File: src/hdl/m4inv_pkg.sv
// Shared types and constants for the 4x4 full-pivot matrix inverter.
`timescale 1ns / 1ps

package m4inv_pkg;

    localparam int DIM           = 4;
    localparam int IDX_W         = 2;
    localparam int ADDR_W        = 4;
    localparam int DATA_W        = 32;
    localparam int FRAC_BITS_DEF = 16;

    // write data source for the work matrix
    typedef enum logic [2:0] {
        WS_IN,
        WS_RDA,
        WS_TMP,
        WS_ONE,
        WS_ZERO,
        WS_SCALE,
        WS_SUB
    } t_wsel;

    // second multiplier operand
    typedef enum logic {
        MS_PINV,
        MS_FACT
    } t_msel;

    typedef struct packed {
        logic [ADDR_W-1:0] rd_a_addr;
        logic [ADDR_W-1:0] rd_b_addr;
        logic              wr_en;
        logic [ADDR_W-1:0] wr_addr;
        t_wsel             wr_sel;
        logic              big_clr;
        logic              big_upd;
        logic              tmp_ld;
        logic              div_start;
        logic              f_ld;
        logic              mul_en;
        t_msel             mul_sel;
        logic              out_ld;
        logic              out_zero;
        logic [ADDR_W-1:0] out_idx;
    } t_dp_cmd;

    typedef struct packed {
        logic mag_ge;
        logic rda_zero;
        logic div_done;
    } t_dp_stat;

endpackage

File: src/hdl/m4inv_dp.sv
// Datapath: work matrix memory, pivot search compare, divider, multiplier, output register.
`timescale 1ns / 1ps

module m4inv_dp #(
    parameter int FRAC_BITS = m4inv_pkg::FRAC_BITS_DEF
) (
    input  logic                            i_clk,
    input  logic                            i_rst_n,
    input  m4inv_pkg::t_dp_cmd              i_cmd,
    input  logic [m4inv_pkg::DATA_W-1:0]    i_in_value,
    output m4inv_pkg::t_dp_stat             o_stat,
    output logic [m4inv_pkg::IDX_W-1:0]     o_out_row,
    output logic [m4inv_pkg::IDX_W-1:0]     o_out_col,
    output logic [m4inv_pkg::DATA_W-1:0]    o_out_value,
    output logic                            o_out_sing,
    output logic                            o_out_eom
);

    localparam int NW    = (2*FRAC_BITS+2 > 34) ? 2*FRAC_BITS+2 : 34;
    localparam int CW    = $clog2(NW+1);
    localparam int DEPTH = m4inv_pkg::DIM * m4inv_pkg::DIM;
    localparam logic [NW-1:0] NUM_ONE = NW'(1) << (2*FRAC_BITS);
    localparam logic [31:0] ONE = 32'(1) << FRAC_BITS;
    localparam logic signed [63:0] HALF = 64'sd1 <<< (FRAC_BITS-1);

    logic [31:0] mem [DEPTH];
    logic [31:0] r_rd_a, r_rd_b, r_tmp, r_fact, r_pinv, r_b2;
    logic [32:0] r_big;
    logic signed [63:0] r_prod;

    logic [32:0] r_dsor, r_rem;
    logic [NW-1:0] r_num, r_quo;
    logic [CW-1:0] r_dcnt;
    logic r_dbusy, r_ddone, r_dneg;

    logic [31:0] r_out_value;
    logic [1:0]  r_out_row, r_out_col;
    logic        r_out_sing, r_out_eom;

    logic [32:0] mag_a;
    logic [33:0] rem_sh;
    logic        q_bit;
    logic [63:0] qw;
    logic [31:0] pinv_c;
    logic signed [63:0] p_rnd, p_shr;
    logic [31:0] scaled;
    logic signed [32:0] diff;
    logic [31:0] sub_sat;
    logic [31:0] wdata;

    assign mag_a = r_rd_a[31] ? (33'd0 - {1'b1, r_rd_a}) : {1'b0, r_rd_a};

    // one quotient bit per cycle
    assign rem_sh = {r_rem, r_num[NW-1]};
    assign q_bit  = (rem_sh >= {1'b0, r_dsor});

    always_comb begin
        qw = 64'(r_quo);
        if (qw > 64'h8000_0000) begin
            qw = 64'h8000_0000;
        end
        if (!r_dneg) begin
            pinv_c = (qw > 64'h7FFF_FFFF) ? 32'h7FFF_FFFF : qw[31:0];
        end else begin
            pinv_c = 32'd0 - qw[31:0];
        end
    end

    // round half up, floor shift, saturate
    always_comb begin
        p_rnd = r_prod + HALF;
        p_shr = p_rnd >>> FRAC_BITS;
        if (p_shr > 64'sh7FFF_FFFF) begin
            scaled = 32'h7FFF_FFFF;
        end else if (p_shr < -64'sh8000_0000) begin
            scaled = 32'h8000_0000;
        end else begin
            scaled = p_shr[31:0];
        end
        diff = $signed({r_b2[31], r_b2}) - $signed({scaled[31], scaled});
        if (diff[32] != diff[31]) begin
            sub_sat = diff[32] ? 32'h8000_0000 : 32'h7FFF_FFFF;
        end else begin
            sub_sat = diff[31:0];
        end
    end

    always_comb begin
        unique case (i_cmd.wr_sel)
            m4inv_pkg::WS_IN:    wdata = i_in_value;
            m4inv_pkg::WS_RDA:   wdata = r_rd_a;
            m4inv_pkg::WS_TMP:   wdata = r_tmp;
            m4inv_pkg::WS_ONE:   wdata = ONE;
            m4inv_pkg::WS_ZERO:  wdata = 32'd0;
            m4inv_pkg::WS_SCALE: wdata = scaled;
            m4inv_pkg::WS_SUB:   wdata = sub_sat;
            default:             wdata = 32'd0;
        endcase
    end

    always_ff @(posedge i_clk) begin
        if (i_cmd.wr_en) begin
            mem[i_cmd.wr_addr] <= wdata;
        end
        r_rd_a <= mem[i_cmd.rd_a_addr];
        r_rd_b <= mem[i_cmd.rd_b_addr];
    end

    always_ff @(posedge i_clk) begin
        if (i_cmd.big_clr) begin
            r_big <= 33'd0;
        end else if (i_cmd.big_upd) begin
            r_big <= mag_a;
        end
        if (i_cmd.tmp_ld) r_tmp <= r_rd_b;
        if (i_cmd.f_ld)   r_fact <= r_rd_a;
        if (i_cmd.mul_en) begin
            r_prod <= $signed(r_rd_a) *
                      $signed((i_cmd.mul_sel == m4inv_pkg::MS_PINV) ? r_pinv : r_fact);
            r_b2   <= r_rd_b;
        end
        if (r_ddone) r_pinv <= pinv_c;
        if (i_cmd.out_ld) begin
            r_out_value <= i_cmd.out_zero ? 32'd0 : r_rd_a;
            r_out_row   <= i_cmd.out_idx[3:2];
            r_out_col   <= i_cmd.out_idx[1:0];
            r_out_sing  <= i_cmd.out_zero;
            r_out_eom   <= (i_cmd.out_idx == 4'(DEPTH-1));
        end
    end

    // restoring reciprocal divider
    always_ff @(posedge i_clk) begin
        if (!i_rst_n) begin
            r_dbusy <= 1'b0;
            r_ddone <= 1'b0;
        end else begin
            r_ddone <= 1'b0;
            if (i_cmd.div_start) begin
                r_dsor  <= mag_a;
                r_dneg  <= r_rd_a[31];
                r_num   <= NUM_ONE + NW'(mag_a >> 1);
                r_rem   <= 33'd0;
                r_quo   <= '0;
                r_dcnt  <= CW'(NW);
                r_dbusy <= 1'b1;
            end else if (r_dbusy) begin
                r_rem  <= q_bit ? 33'(rem_sh - {1'b0, r_dsor}) : rem_sh[32:0];
                r_quo  <= {r_quo[NW-2:0], q_bit};
                r_num  <= r_num << 1;
                r_dcnt <= r_dcnt - 1'b1;
                if (r_dcnt == CW'(1)) begin
                    r_dbusy <= 1'b0;
                    r_ddone <= 1'b1;
                end
            end
        end
    end

    assign o_stat.mag_ge   = (mag_a >= r_big);
    assign o_stat.rda_zero = (r_rd_a == 32'd0);
    assign o_stat.div_done = r_ddone;

    assign o_out_row   = r_out_row;
    assign o_out_col   = r_out_col;
    assign o_out_value = r_out_value;
    assign o_out_sing  = r_out_sing;
    assign o_out_eom   = r_out_eom;

endmodule

File: src/hdl/m4inv_ctl.sv
// Controller: sequences load, pivot rounds, swaps, column unscramble and result output.
`timescale 1ns / 1ps

module m4inv_ctl (
    input  logic                   i_clk,
    input  logic                   i_rst_n,
    input  logic                   s_tvalid,
    output logic                   s_tready,
    input  logic [1:0]             i_in_row,
    input  logic [1:0]             i_in_col,
    input  logic                   s_tlast,
    output logic                   m_tvalid,
    input  logic                   m_tready,
    output m4inv_pkg::t_dp_cmd     o_cmd,
    input  m4inv_pkg::t_dp_stat    i_stat
);

    typedef enum logic [4:0] {
        S_IDLE, S_SRCH, S_SWAP_RD, S_SWAP_W1, S_SWAP_W2, S_PIV_RD, S_PIV_CHK,
        S_DIV_WAIT, S_SET_ONE, S_SC_RD, S_SC_MUL, S_SC_WR, S_EL_J, S_EL_FLD,
        S_EL_RD, S_EL_MUL, S_EL_WR, S_CS_CHK, S_OUT_RD, S_OUT_LD, S_OUT_WAIT
    } t_state;

    t_state     r_state;
    logic [4:0] r_n;
    logic [1:0] r_k, r_j, r_round, r_cs;
    logic [3:0] r_used;
    logic [1:0] r_prow, r_pcol;
    logic [1:0] r_rowrec [4];
    logic [1:0] r_colrec [4];
    logic       r_swap_col, r_sing, r_mvalid;

    logic [3:0] e;
    logic       hit;
    logic [1:0] sel_row, sel_col;
    logic [1:0] sw_a, sw_b;
    logic       in_acc;

    assign in_acc  = s_tvalid && s_tready;
    assign s_tready = (r_state == S_IDLE);
    assign m_tvalid = r_mvalid;

    assign e   = 4'(r_n - 5'd1);
    assign hit = (r_state == S_SRCH) && (r_n != 5'd0) &&
                 !r_used[e[3:2]] && !r_used[e[1:0]] && i_stat.mag_ge;
    assign sel_row = hit ? e[3:2] : r_prow;
    assign sel_col = hit ? e[1:0] : r_pcol;
    assign sw_a = r_rowrec[r_cs];
    assign sw_b = r_colrec[r_cs];

    always_comb begin
        o_cmd = '0;
        o_cmd.wr_sel  = m4inv_pkg::WS_IN;
        o_cmd.mul_sel = m4inv_pkg::MS_PINV;
        o_cmd.big_upd = hit;
        o_cmd.out_idx = r_n[3:0];
        o_cmd.out_zero = r_sing;
        unique case (r_state)
            S_IDLE: begin
                o_cmd.wr_en   = in_acc;
                o_cmd.wr_addr = {i_in_row, i_in_col};
            end
            S_SRCH: begin
                o_cmd.rd_a_addr = r_n[3:0];
                o_cmd.big_clr   = (r_n == 5'd0);
            end
            S_SWAP_RD: begin
                o_cmd.rd_a_addr = r_swap_col ? {r_k, sw_a} : {r_prow, r_k};
                o_cmd.rd_b_addr = r_swap_col ? {r_k, sw_b} : {r_pcol, r_k};
            end
            S_SWAP_W1: begin
                o_cmd.tmp_ld  = 1'b1;
                o_cmd.wr_en   = 1'b1;
                o_cmd.wr_sel  = m4inv_pkg::WS_RDA;
                o_cmd.wr_addr = r_swap_col ? {r_k, sw_b} : {r_pcol, r_k};
            end
            S_SWAP_W2: begin
                o_cmd.wr_en   = 1'b1;
                o_cmd.wr_sel  = m4inv_pkg::WS_TMP;
                o_cmd.wr_addr = r_swap_col ? {r_k, sw_a} : {r_prow, r_k};
            end
            S_PIV_RD:  o_cmd.rd_a_addr = {r_pcol, r_pcol};
            S_PIV_CHK: o_cmd.div_start = !i_stat.rda_zero;
            S_DIV_WAIT: ;
            S_SET_ONE: begin
                o_cmd.wr_en   = 1'b1;
                o_cmd.wr_sel  = m4inv_pkg::WS_ONE;
                o_cmd.wr_addr = {r_pcol, r_pcol};
            end
            S_SC_RD:  o_cmd.rd_a_addr = {r_pcol, r_k};
            S_SC_MUL: o_cmd.mul_en = 1'b1;
            S_SC_WR: begin
                o_cmd.wr_en   = 1'b1;
                o_cmd.wr_sel  = m4inv_pkg::WS_SCALE;
                o_cmd.wr_addr = {r_pcol, r_k};
            end
            S_EL_J: o_cmd.rd_a_addr = {r_j, r_pcol};
            S_EL_FLD: begin
                o_cmd.f_ld    = 1'b1;
                o_cmd.wr_en   = 1'b1;
                o_cmd.wr_sel  = m4inv_pkg::WS_ZERO;
                o_cmd.wr_addr = {r_j, r_pcol};
            end
            S_EL_RD: begin
                o_cmd.rd_a_addr = {r_pcol, r_k};
                o_cmd.rd_b_addr = {r_j, r_k};
            end
            S_EL_MUL: begin
                o_cmd.mul_en  = 1'b1;
                o_cmd.mul_sel = m4inv_pkg::MS_FACT;
            end
            S_EL_WR: begin
                o_cmd.wr_en   = 1'b1;
                o_cmd.wr_sel  = m4inv_pkg::WS_SUB;
                o_cmd.wr_addr = {r_j, r_k};
            end
            S_CS_CHK: ;
            S_OUT_RD: o_cmd.rd_a_addr = r_n[3:0];
            S_OUT_LD: o_cmd.out_ld = 1'b1;
            S_OUT_WAIT: ;
            default: ;
        endcase
    end

    always_ff @(posedge i_clk) begin
        if (!i_rst_n) begin
            r_state  <= S_IDLE;
            r_mvalid <= 1'b0;
            r_sing   <= 1'b0;
            r_used   <= 4'd0;
            r_n      <= 5'd0;
        end else begin
            unique case (r_state)
                S_IDLE: begin
                    if (in_acc && s_tlast) begin
                        r_used  <= 4'd0;
                        r_sing  <= 1'b0;
                        r_round <= 2'd0;
                        r_n     <= 5'd0;
                        r_state <= S_SRCH;
                    end
                end
                S_SRCH: begin
                    if (r_n == 5'd0) begin
                        r_prow <= 2'd0;
                        r_pcol <= 2'd0;
                    end else begin
                        r_prow <= sel_row;
                        r_pcol <= sel_col;
                    end
                    if (r_n == 5'd16) begin
                        r_used[sel_col]    <= 1'b1;
                        r_rowrec[r_round]  <= sel_row;
                        r_colrec[r_round]  <= sel_col;
                        r_swap_col <= 1'b0;
                        r_k        <= 2'd0;
                        r_state    <= (sel_row != sel_col) ? S_SWAP_RD : S_PIV_RD;
                    end else begin
                        r_n <= r_n + 5'd1;
                    end
                end
                S_SWAP_RD: r_state <= S_SWAP_W1;
                S_SWAP_W1: r_state <= S_SWAP_W2;
                S_SWAP_W2: begin
                    r_k <= r_k + 2'd1;
                    if (r_k != 2'd3) begin
                        r_state <= S_SWAP_RD;
                    end else if (!r_swap_col) begin
                        r_state <= S_PIV_RD;
                    end else if (r_cs == 2'd0) begin
                        r_n     <= 5'd0;
                        r_state <= S_OUT_RD;
                    end else begin
                        r_cs    <= r_cs - 2'd1;
                        r_state <= S_CS_CHK;
                    end
                end
                S_PIV_RD: r_state <= S_PIV_CHK;
                S_PIV_CHK: begin
                    if (i_stat.rda_zero) begin
                        r_sing  <= 1'b1;
                        r_n     <= 5'd0;
                        r_state <= S_OUT_RD;
                    end else begin
                        r_state <= S_DIV_WAIT;
                    end
                end
                S_DIV_WAIT: if (i_stat.div_done) r_state <= S_SET_ONE;
                S_SET_ONE: begin
                    r_k     <= 2'd0;
                    r_state <= S_SC_RD;
                end
                S_SC_RD:  r_state <= S_SC_MUL;
                S_SC_MUL: r_state <= S_SC_WR;
                S_SC_WR: begin
                    r_k <= r_k + 2'd1;
                    if (r_k == 2'd3) begin
                        r_j     <= 2'd0;
                        r_state <= S_EL_J;
                    end else begin
                        r_state <= S_SC_RD;
                    end
                end
                S_EL_J: begin
                    if (r_j != r_pcol) begin
                        r_state <= S_EL_FLD;
                    end else if (r_j != 2'd3) begin
                        r_j <= r_j + 2'd1;
                    end else if (r_round == 2'd3) begin
                        r_cs    <= 2'd3;
                        r_state <= S_CS_CHK;
                    end else begin
                        r_round <= r_round + 2'd1;
                        r_n     <= 5'd0;
                        r_state <= S_SRCH;
                    end
                end
                S_EL_FLD: begin
                    r_k     <= 2'd0;
                    r_state <= S_EL_RD;
                end
                S_EL_RD:  r_state <= S_EL_MUL;
                S_EL_MUL: r_state <= S_EL_WR;
                S_EL_WR: begin
                    r_k <= r_k + 2'd1;
                    if (r_k != 2'd3) begin
                        r_state <= S_EL_RD;
                    end else if (r_j != 2'd3) begin
                        r_j     <= r_j + 2'd1;
                        r_state <= S_EL_J;
                    end else if (r_round == 2'd3) begin
                        r_cs    <= 2'd3;
                        r_state <= S_CS_CHK;
                    end else begin
                        r_round <= r_round + 2'd1;
                        r_n     <= 5'd0;
                        r_state <= S_SRCH;
                    end
                end
                S_CS_CHK: begin
                    if (sw_a != sw_b) begin
                        r_swap_col <= 1'b1;
                        r_k        <= 2'd0;
                        r_state    <= S_SWAP_RD;
                    end else if (r_cs == 2'd0) begin
                        r_n     <= 5'd0;
                        r_state <= S_OUT_RD;
                    end else begin
                        r_cs <= r_cs - 2'd1;
                    end
                end
                S_OUT_RD: r_state <= S_OUT_LD;
                S_OUT_LD: begin
                    r_mvalid <= 1'b1;
                    r_state  <= S_OUT_WAIT;
                end
                S_OUT_WAIT: begin
                    if (m_tready) begin
                        r_mvalid <= 1'b0;
                        if (r_n == 5'd15) begin
                            r_state <= S_IDLE;
                        end else begin
                            r_n     <= r_n + 5'd1;
                            r_state <= S_OUT_RD;
                        end
                    end
                end
                default: r_state <= S_IDLE;
            endcase
        end
    end

`ifndef SYNTH
    a_valid_in_wait: assert property (@(posedge i_clk) disable iff (!i_rst_n)
        r_mvalid |-> (r_state == S_OUT_WAIT))
        else $error("result valid outside output wait");
    a_no_load_while_out: assert property (@(posedge i_clk) disable iff (!i_rst_n)
        !(s_tready && r_mvalid))
        else $error("input ready while result pending");
    a_last_starts: assert property (@(posedge i_clk) disable iff (!i_rst_n)
        (in_acc && s_tlast) |=> (r_state == S_SRCH) && (r_used == 4'd0))
        else $error("last item did not start inversion");
    a_pivot_unused: assert property (@(posedge i_clk) disable iff (!i_rst_n)
        (r_state == S_SRCH && r_n == 5'd16) |=> $countones(r_used) == 32'(r_round) + 1)
        else $error("pivot column use count wrong");
`endif

endmodule

File: src/hdl/matrix4_inverse_full_pivot.sv
// Top level of the 4x4 Gauss-Jordan full-pivot matrix inverter.
`timescale 1ns / 1ps

// Load the matrix as 16 items on the s_ channel, one element each, tagged
// by row and column, signed Q16.16 by default. The item with tlast stores
// its element and starts the inversion; no input is taken until all 16
// results are out. Each of the four pivot rounds scans the 16 entries of
// the work memory, swaps rows if needed, reads the pivot and runs a
// one-bit-per-cycle restoring divider for its reciprocal, scales the
// pivot row and eliminates the three other rows; a last pass undoes the
// column permutation. The time per inversion is set by the divider and
// the read, multiply, write loop of scaling and elimination. Results
// leave in row-major order, each held until it is taken; tuser flags a
// zero pivot (all values then zero) and tlast marks the sixteenth
// result. Products round half up and every multiply, subtract and
// reciprocal saturates to 32 bits.
module matrix4_inverse_full_pivot #(
    parameter int FRAC_BITS = m4inv_pkg::FRAC_BITS_DEF
) (
    input  logic        i_clk,
    input  logic        i_rst_n,
    input  logic        s_tvalid,
    output logic        s_tready,
    input  logic [39:0] s_tdata,   // row[1:0], col[3:2], value[35:4], zero[39:36]
    input  logic        s_tlast,   // last element, starts inversion
    output logic        m_tvalid,
    input  logic        m_tready,
    output logic [39:0] m_tdata,   // out_row[1:0], out_col[3:2], out_value[35:4], zero[39:36]
    output logic        m_tuser,   // singular
    output logic        m_tlast    // end_of_matrix
);

    m4inv_pkg::t_dp_cmd  cmd;
    m4inv_pkg::t_dp_stat stat;
    logic [1:0]  out_row, out_col;
    logic [31:0] out_value;

    m4inv_ctl u_ctl (
        .i_clk    (i_clk),
        .i_rst_n  (i_rst_n),
        .s_tvalid (s_tvalid),
        .s_tready (s_tready),
        .i_in_row (s_tdata[1:0]),
        .i_in_col (s_tdata[3:2]),
        .s_tlast  (s_tlast),
        .m_tvalid (m_tvalid),
        .m_tready (m_tready),
        .o_cmd    (cmd),
        .i_stat   (stat)
    );

    m4inv_dp #(
        .FRAC_BITS (FRAC_BITS)
    ) u_dp (
        .i_clk       (i_clk),
        .i_rst_n     (i_rst_n),
        .i_cmd       (cmd),
        .i_in_value  (s_tdata[35:4]),
        .o_stat      (stat),
        .o_out_row   (out_row),
        .o_out_col   (out_col),
        .o_out_value (out_value),
        .o_out_sing  (m_tuser),
        .o_out_eom   (m_tlast)
    );

    assign m_tdata = {4'd0, out_value, out_col, out_row};

endmodule

File: config.mk
export PLATFORM = sky130hd
export DESIGN_NAME = matrix4_inverse_full_pivot
export DESIGN_NICKNAME = d
export VERILOG_FILES = /design/src/hdl/m4inv_pkg.sv /design/src/hdl/m4inv_dp.sv /design/src/hdl/m4inv_ctl.sv /design/src/hdl/matrix4_inverse_full_pivot.sv
export SDC_FILE = /design/constraint.sdc
export NUM_CORES = 2
export LEC_CHECK = 0
export ABC_AREA = 1
export BUFFER_PORTS_ARGS = -buffer_cell sky130_fd_sc_hd__buf_4
export CAP_MARGIN = 20
export CORE_ASPECT_RATIO = 0.5
export CORE_MARGIN = 2
export CORE_UTILIZATION = 65
export DETAILED_ROUTE_END_ITERATION = 10
export PLACE_DENSITY = 0.82
export SLEW_MARGIN = 10
export SYNTH_ARGS = -nofsm -noshare
export SYNTH_HDL_FRONTEND = slang
export SYNTH_SLANG_ARGS = --single-unit
File: constraint.sdc
create_clock -name i_clk -period 29.3 [get_ports i_clk]
set_input_delay 4.395 -clock i_clk [delete_from_list [all_inputs] [get_ports i_clk]]
set_output_delay 4.395 -clock i_clk [all_outputs]
set_load 0.01 [all_outputs]
==> flow_summary.toml <==
[global_route]
grt_use_met2_pct = 59.6
grt_use_met3_pct = 16.1
grt_pass1_vias = 71800
gr-total-overflow = 0
antenna_found_initial = 8
busiest_layer = "met2"
grt_pass1_wl_um = 421000
grt_usage_pct = 40.3
use_met1_pct = 52.5
grt_max_degree = 187

[sta]
maxSlewViolCount = 0
setup_violations = 0
tns_ns = 0
layout_min_cycle_time_ns = 9.98
timing.final.crit_share_pct = 34.1
relSlewSlack_pct = 12.8
hold_viol = 0
tightestPinTransition_ns = 1.31
clock_skew_ns = 0.0838
rsz0062_at_grt = "false"
max_freq_mhz = 100

[die]
start_util_pct = 65.5
fp.dieW_um = 525
io_pins = 89
die_area_um2 = 139000
rows = 95
dieHeight_um = 264
coreArea_um2 = 134000

[logic_synthesis]
synthCells = 9893
synthAdderAreaFrac_pct = 28.7
ys_top_cells_by_area = "edfxtp_1 31%, fa_1 25%, nand2_1 7.5%"
synth-simple-area-share_pct = 16.3
synth_top_area_share_pct = 30.6
yosys.area.top_type = "edfxtp_1"
synth_ff_type = "edfxtp_1"
synth_top_family_by_area = "adder cells"
async_reset_ff_share_pct = 0
ys_warn_count = 0
synth-seq-cells = 1014
synth_cell_types = 66
netlist_area_um2 = 88100
synth_edf_count = 897
synth_mux_area_share_pct = 0
syn_area_per_cell_um2 = 8.91
synth-compound-area-share_pct = 10.3
seq_area_frac_synth_pct = 33.2
synth_xor_area_share_pct = 1.82

[clock_tree]
root_buffer = "clkbuf_16"
postCtsSetupBuffers = 0
hold_buffers = 0
insertion_delay_ns = 0.78
clk_pin_slew_ns = 0.07
clock_path_buffers = 3
cts_resized = 0
clkSinkCount = 1014
cts_max_level = 3
cts_inserted_buffers = 90
tritoncts = "yes"

[worst_setup_path]
r2r-start = "u_ctl.r_state[4]"
cp-end-kind = "register"
cpPeakStageDelay_ns = 0.98
criticalPathCategory = "register to register"
critPathLaunchType = "register"
r2r_slack_ns = 19.32
required_ns = 29.75
ff2ff_path_depth = 31
reg2reg_to = "u_dp.r_prod[60]"
crit_slowest_cell = "fa_1"
cpMostUsedCell = "fa_1"
critical_path_peak_fanout = 31
worstPathArrival_ns = 10.44

[drt]
via_count = 72400
postRouteAntennaNets = 0
initialDrtViolationCount = 10900
detailedRoute.firstPassIterationCount = 9
wirelength_um = 277000
drc = 0
viasPerCell = 6.23
wl_per_cell_um = 23.9

[worst_hold_path]
worstHoldStart = "u_dp.r_rd_b[20]"
hold_depth = 0
hp-class = "register to register"
whs_endpoint = "u_dp.r_tmp[20]"

[placement]
gp_congestion = 1.02
port-buffer-count = 80
dp_hpwl_um = 192000

[run]
drv_cap = 0

[final_layout]
drive_above_1_share_pct = 5.31
syn_to_final_growth_pct = 6.29
nNetsFinal = 11200

[outcome]
status = "completed"
## sequential cells by signal, indices dropped and copies added (netlist names), 6 cells and up, named ones only
register / count
u_ctl.r_rowrec: 8
u_dp.r_prod: 49
u_dp.r_b2: 32
u_dp.r_quo: 34
u_dp.mem: 512
u_dp.r_rd_a: 32
u_dp.r_rem: 33
u_dp.r_tmp: 32
u_dp.r_rd_b: 32
u_dp.r_dcnt: 6
u_ctl.r_colrec: 8
u_dp.o_out_value: 32
u_dp.r_dsor: 33
u_dp.r_num: 34
u_dp.r_big: 33
u_dp.r_pinv: 32
u_dp.r_fact: 32
## cells in the final DEF (no fill, tap or decap), drive strengths merged, types with 140 or more instances in the layout
cell type,instances
inv,1705
a21oi,544
o21ai,639
fa,1083
o211ai,276
buf,230
xor2,140
nand3,429
ha,288
nand2,1768
nor2,1114
edfxtp,897
## critical path: cells and delay by family (launching register included)
kind | cells | cell delay [ns]
buffers and inverters | 9 | 1.87
xor gates and xnor gates | 1 | 0.15
adders and majority gates | 9 | 4.97
AOI/OAI and AO/OA | 6 | 1.08
and+or+nand+nor | 6 | 0.91
DFF | 1 | 0.64
## cell type report
type,instances,area [µm²]
clock inverter,56,672
inverter,1722,6460
multi-input combinational,6678,50700
tap,1794,2240
antenna,6,15.0
timing repair buffer,230,1900
sequential,1014,29300
fill,10000,40800
clock buffer,112,2390
## kinds of logic (layout without fill, tap and decap cells)
kind of cell,Yosys count,after routing
fa+ha+maj,1371,1371
xor+xnor,183,183
other cells,1,12
simple gates,3525,3525
compound gates,1593,1593
flops,1014,1014
buf+inv,2206,2120
## how the worst max path moves through the flow
stage | startpoint | end | slack [ns]
floorplan | i_rst_n | u_dp.r_dcnt[0] | 16.43
global placement | u_ctl.r_state[4] | u_dp.r_prod[60] | 19.78
detailed placement | u_ctl.r_state[4] | u_dp.r_prod[60] | 19.66
CTS | u_ctl.r_state[4] | u_dp.r_prod[60] | 19.56
global route | u_ctl.r_state[4] | u_dp.r_prod[60] | 18.91
finish | u_ctl.r_state[4] | u_dp.r_prod[60] | 19.32
## cells in the mapped netlist (5+ instances only)
library cell / number
buf_2: 120
a21o_1: 7
o221ai_1: 23
xnor2_1: 43
o21ai_1: 92
inv_1: 1673
buf_1: 25
o31ai_1: 8
clkbuf_1: 327
edfxtp_1: 897
o211ai_1: 276
inv_2: 29
nand4_1: 58
nor2_1: 1104
o21ai_0: 544
o22ai_1: 8
a31oi_1: 17
ha_1: 288
xor2_1: 140
clkinv_1: 20
a21oi_1: 542
buf_4: 9
o21bai_1: 9
o311ai_0: 5
fa_1: 1083
nor2_2: 6
nand2_1: 1763
nand3b_1: 12
o21a_1: 14
or2_2: 37
nor4_1: 19
dfxtp_1: 117
a211oi_1: 11
nor3_1: 67
o41ai_1: 6
nand3_1: 427
## per-layer routing
metal / up-vias / share of wire (%) / wire (µm)
met2: 5297 / 42 / 116000
met5: - / 0.017 / 47
met1: 34500 / 36 / 98900
met3: 1195 / 17 / 46300
li1: 31300 / - / -
met4: 8 / 5.8 / 16100
## per-stage QoR
step	setup WS, ns	utilization [%]	area [µm²]	cells	hold WS (ns)
after floorplan	16.43	-	88100	9898	0.403
after global placement	19.78	67.2	90300	11400	0.406
after detailed placement	19.66	67.2	90400	11400	0.412
after CTS	19.56	69.5	93500	11600	0.421
after global routing	18.91	69.7	93600	11600	0.428
final	19.32	69.7	93700	11600	0.420
Power is not shown: default switching activity piles up to over one toggle a cycle in this logic, so the estimate is an artifact.
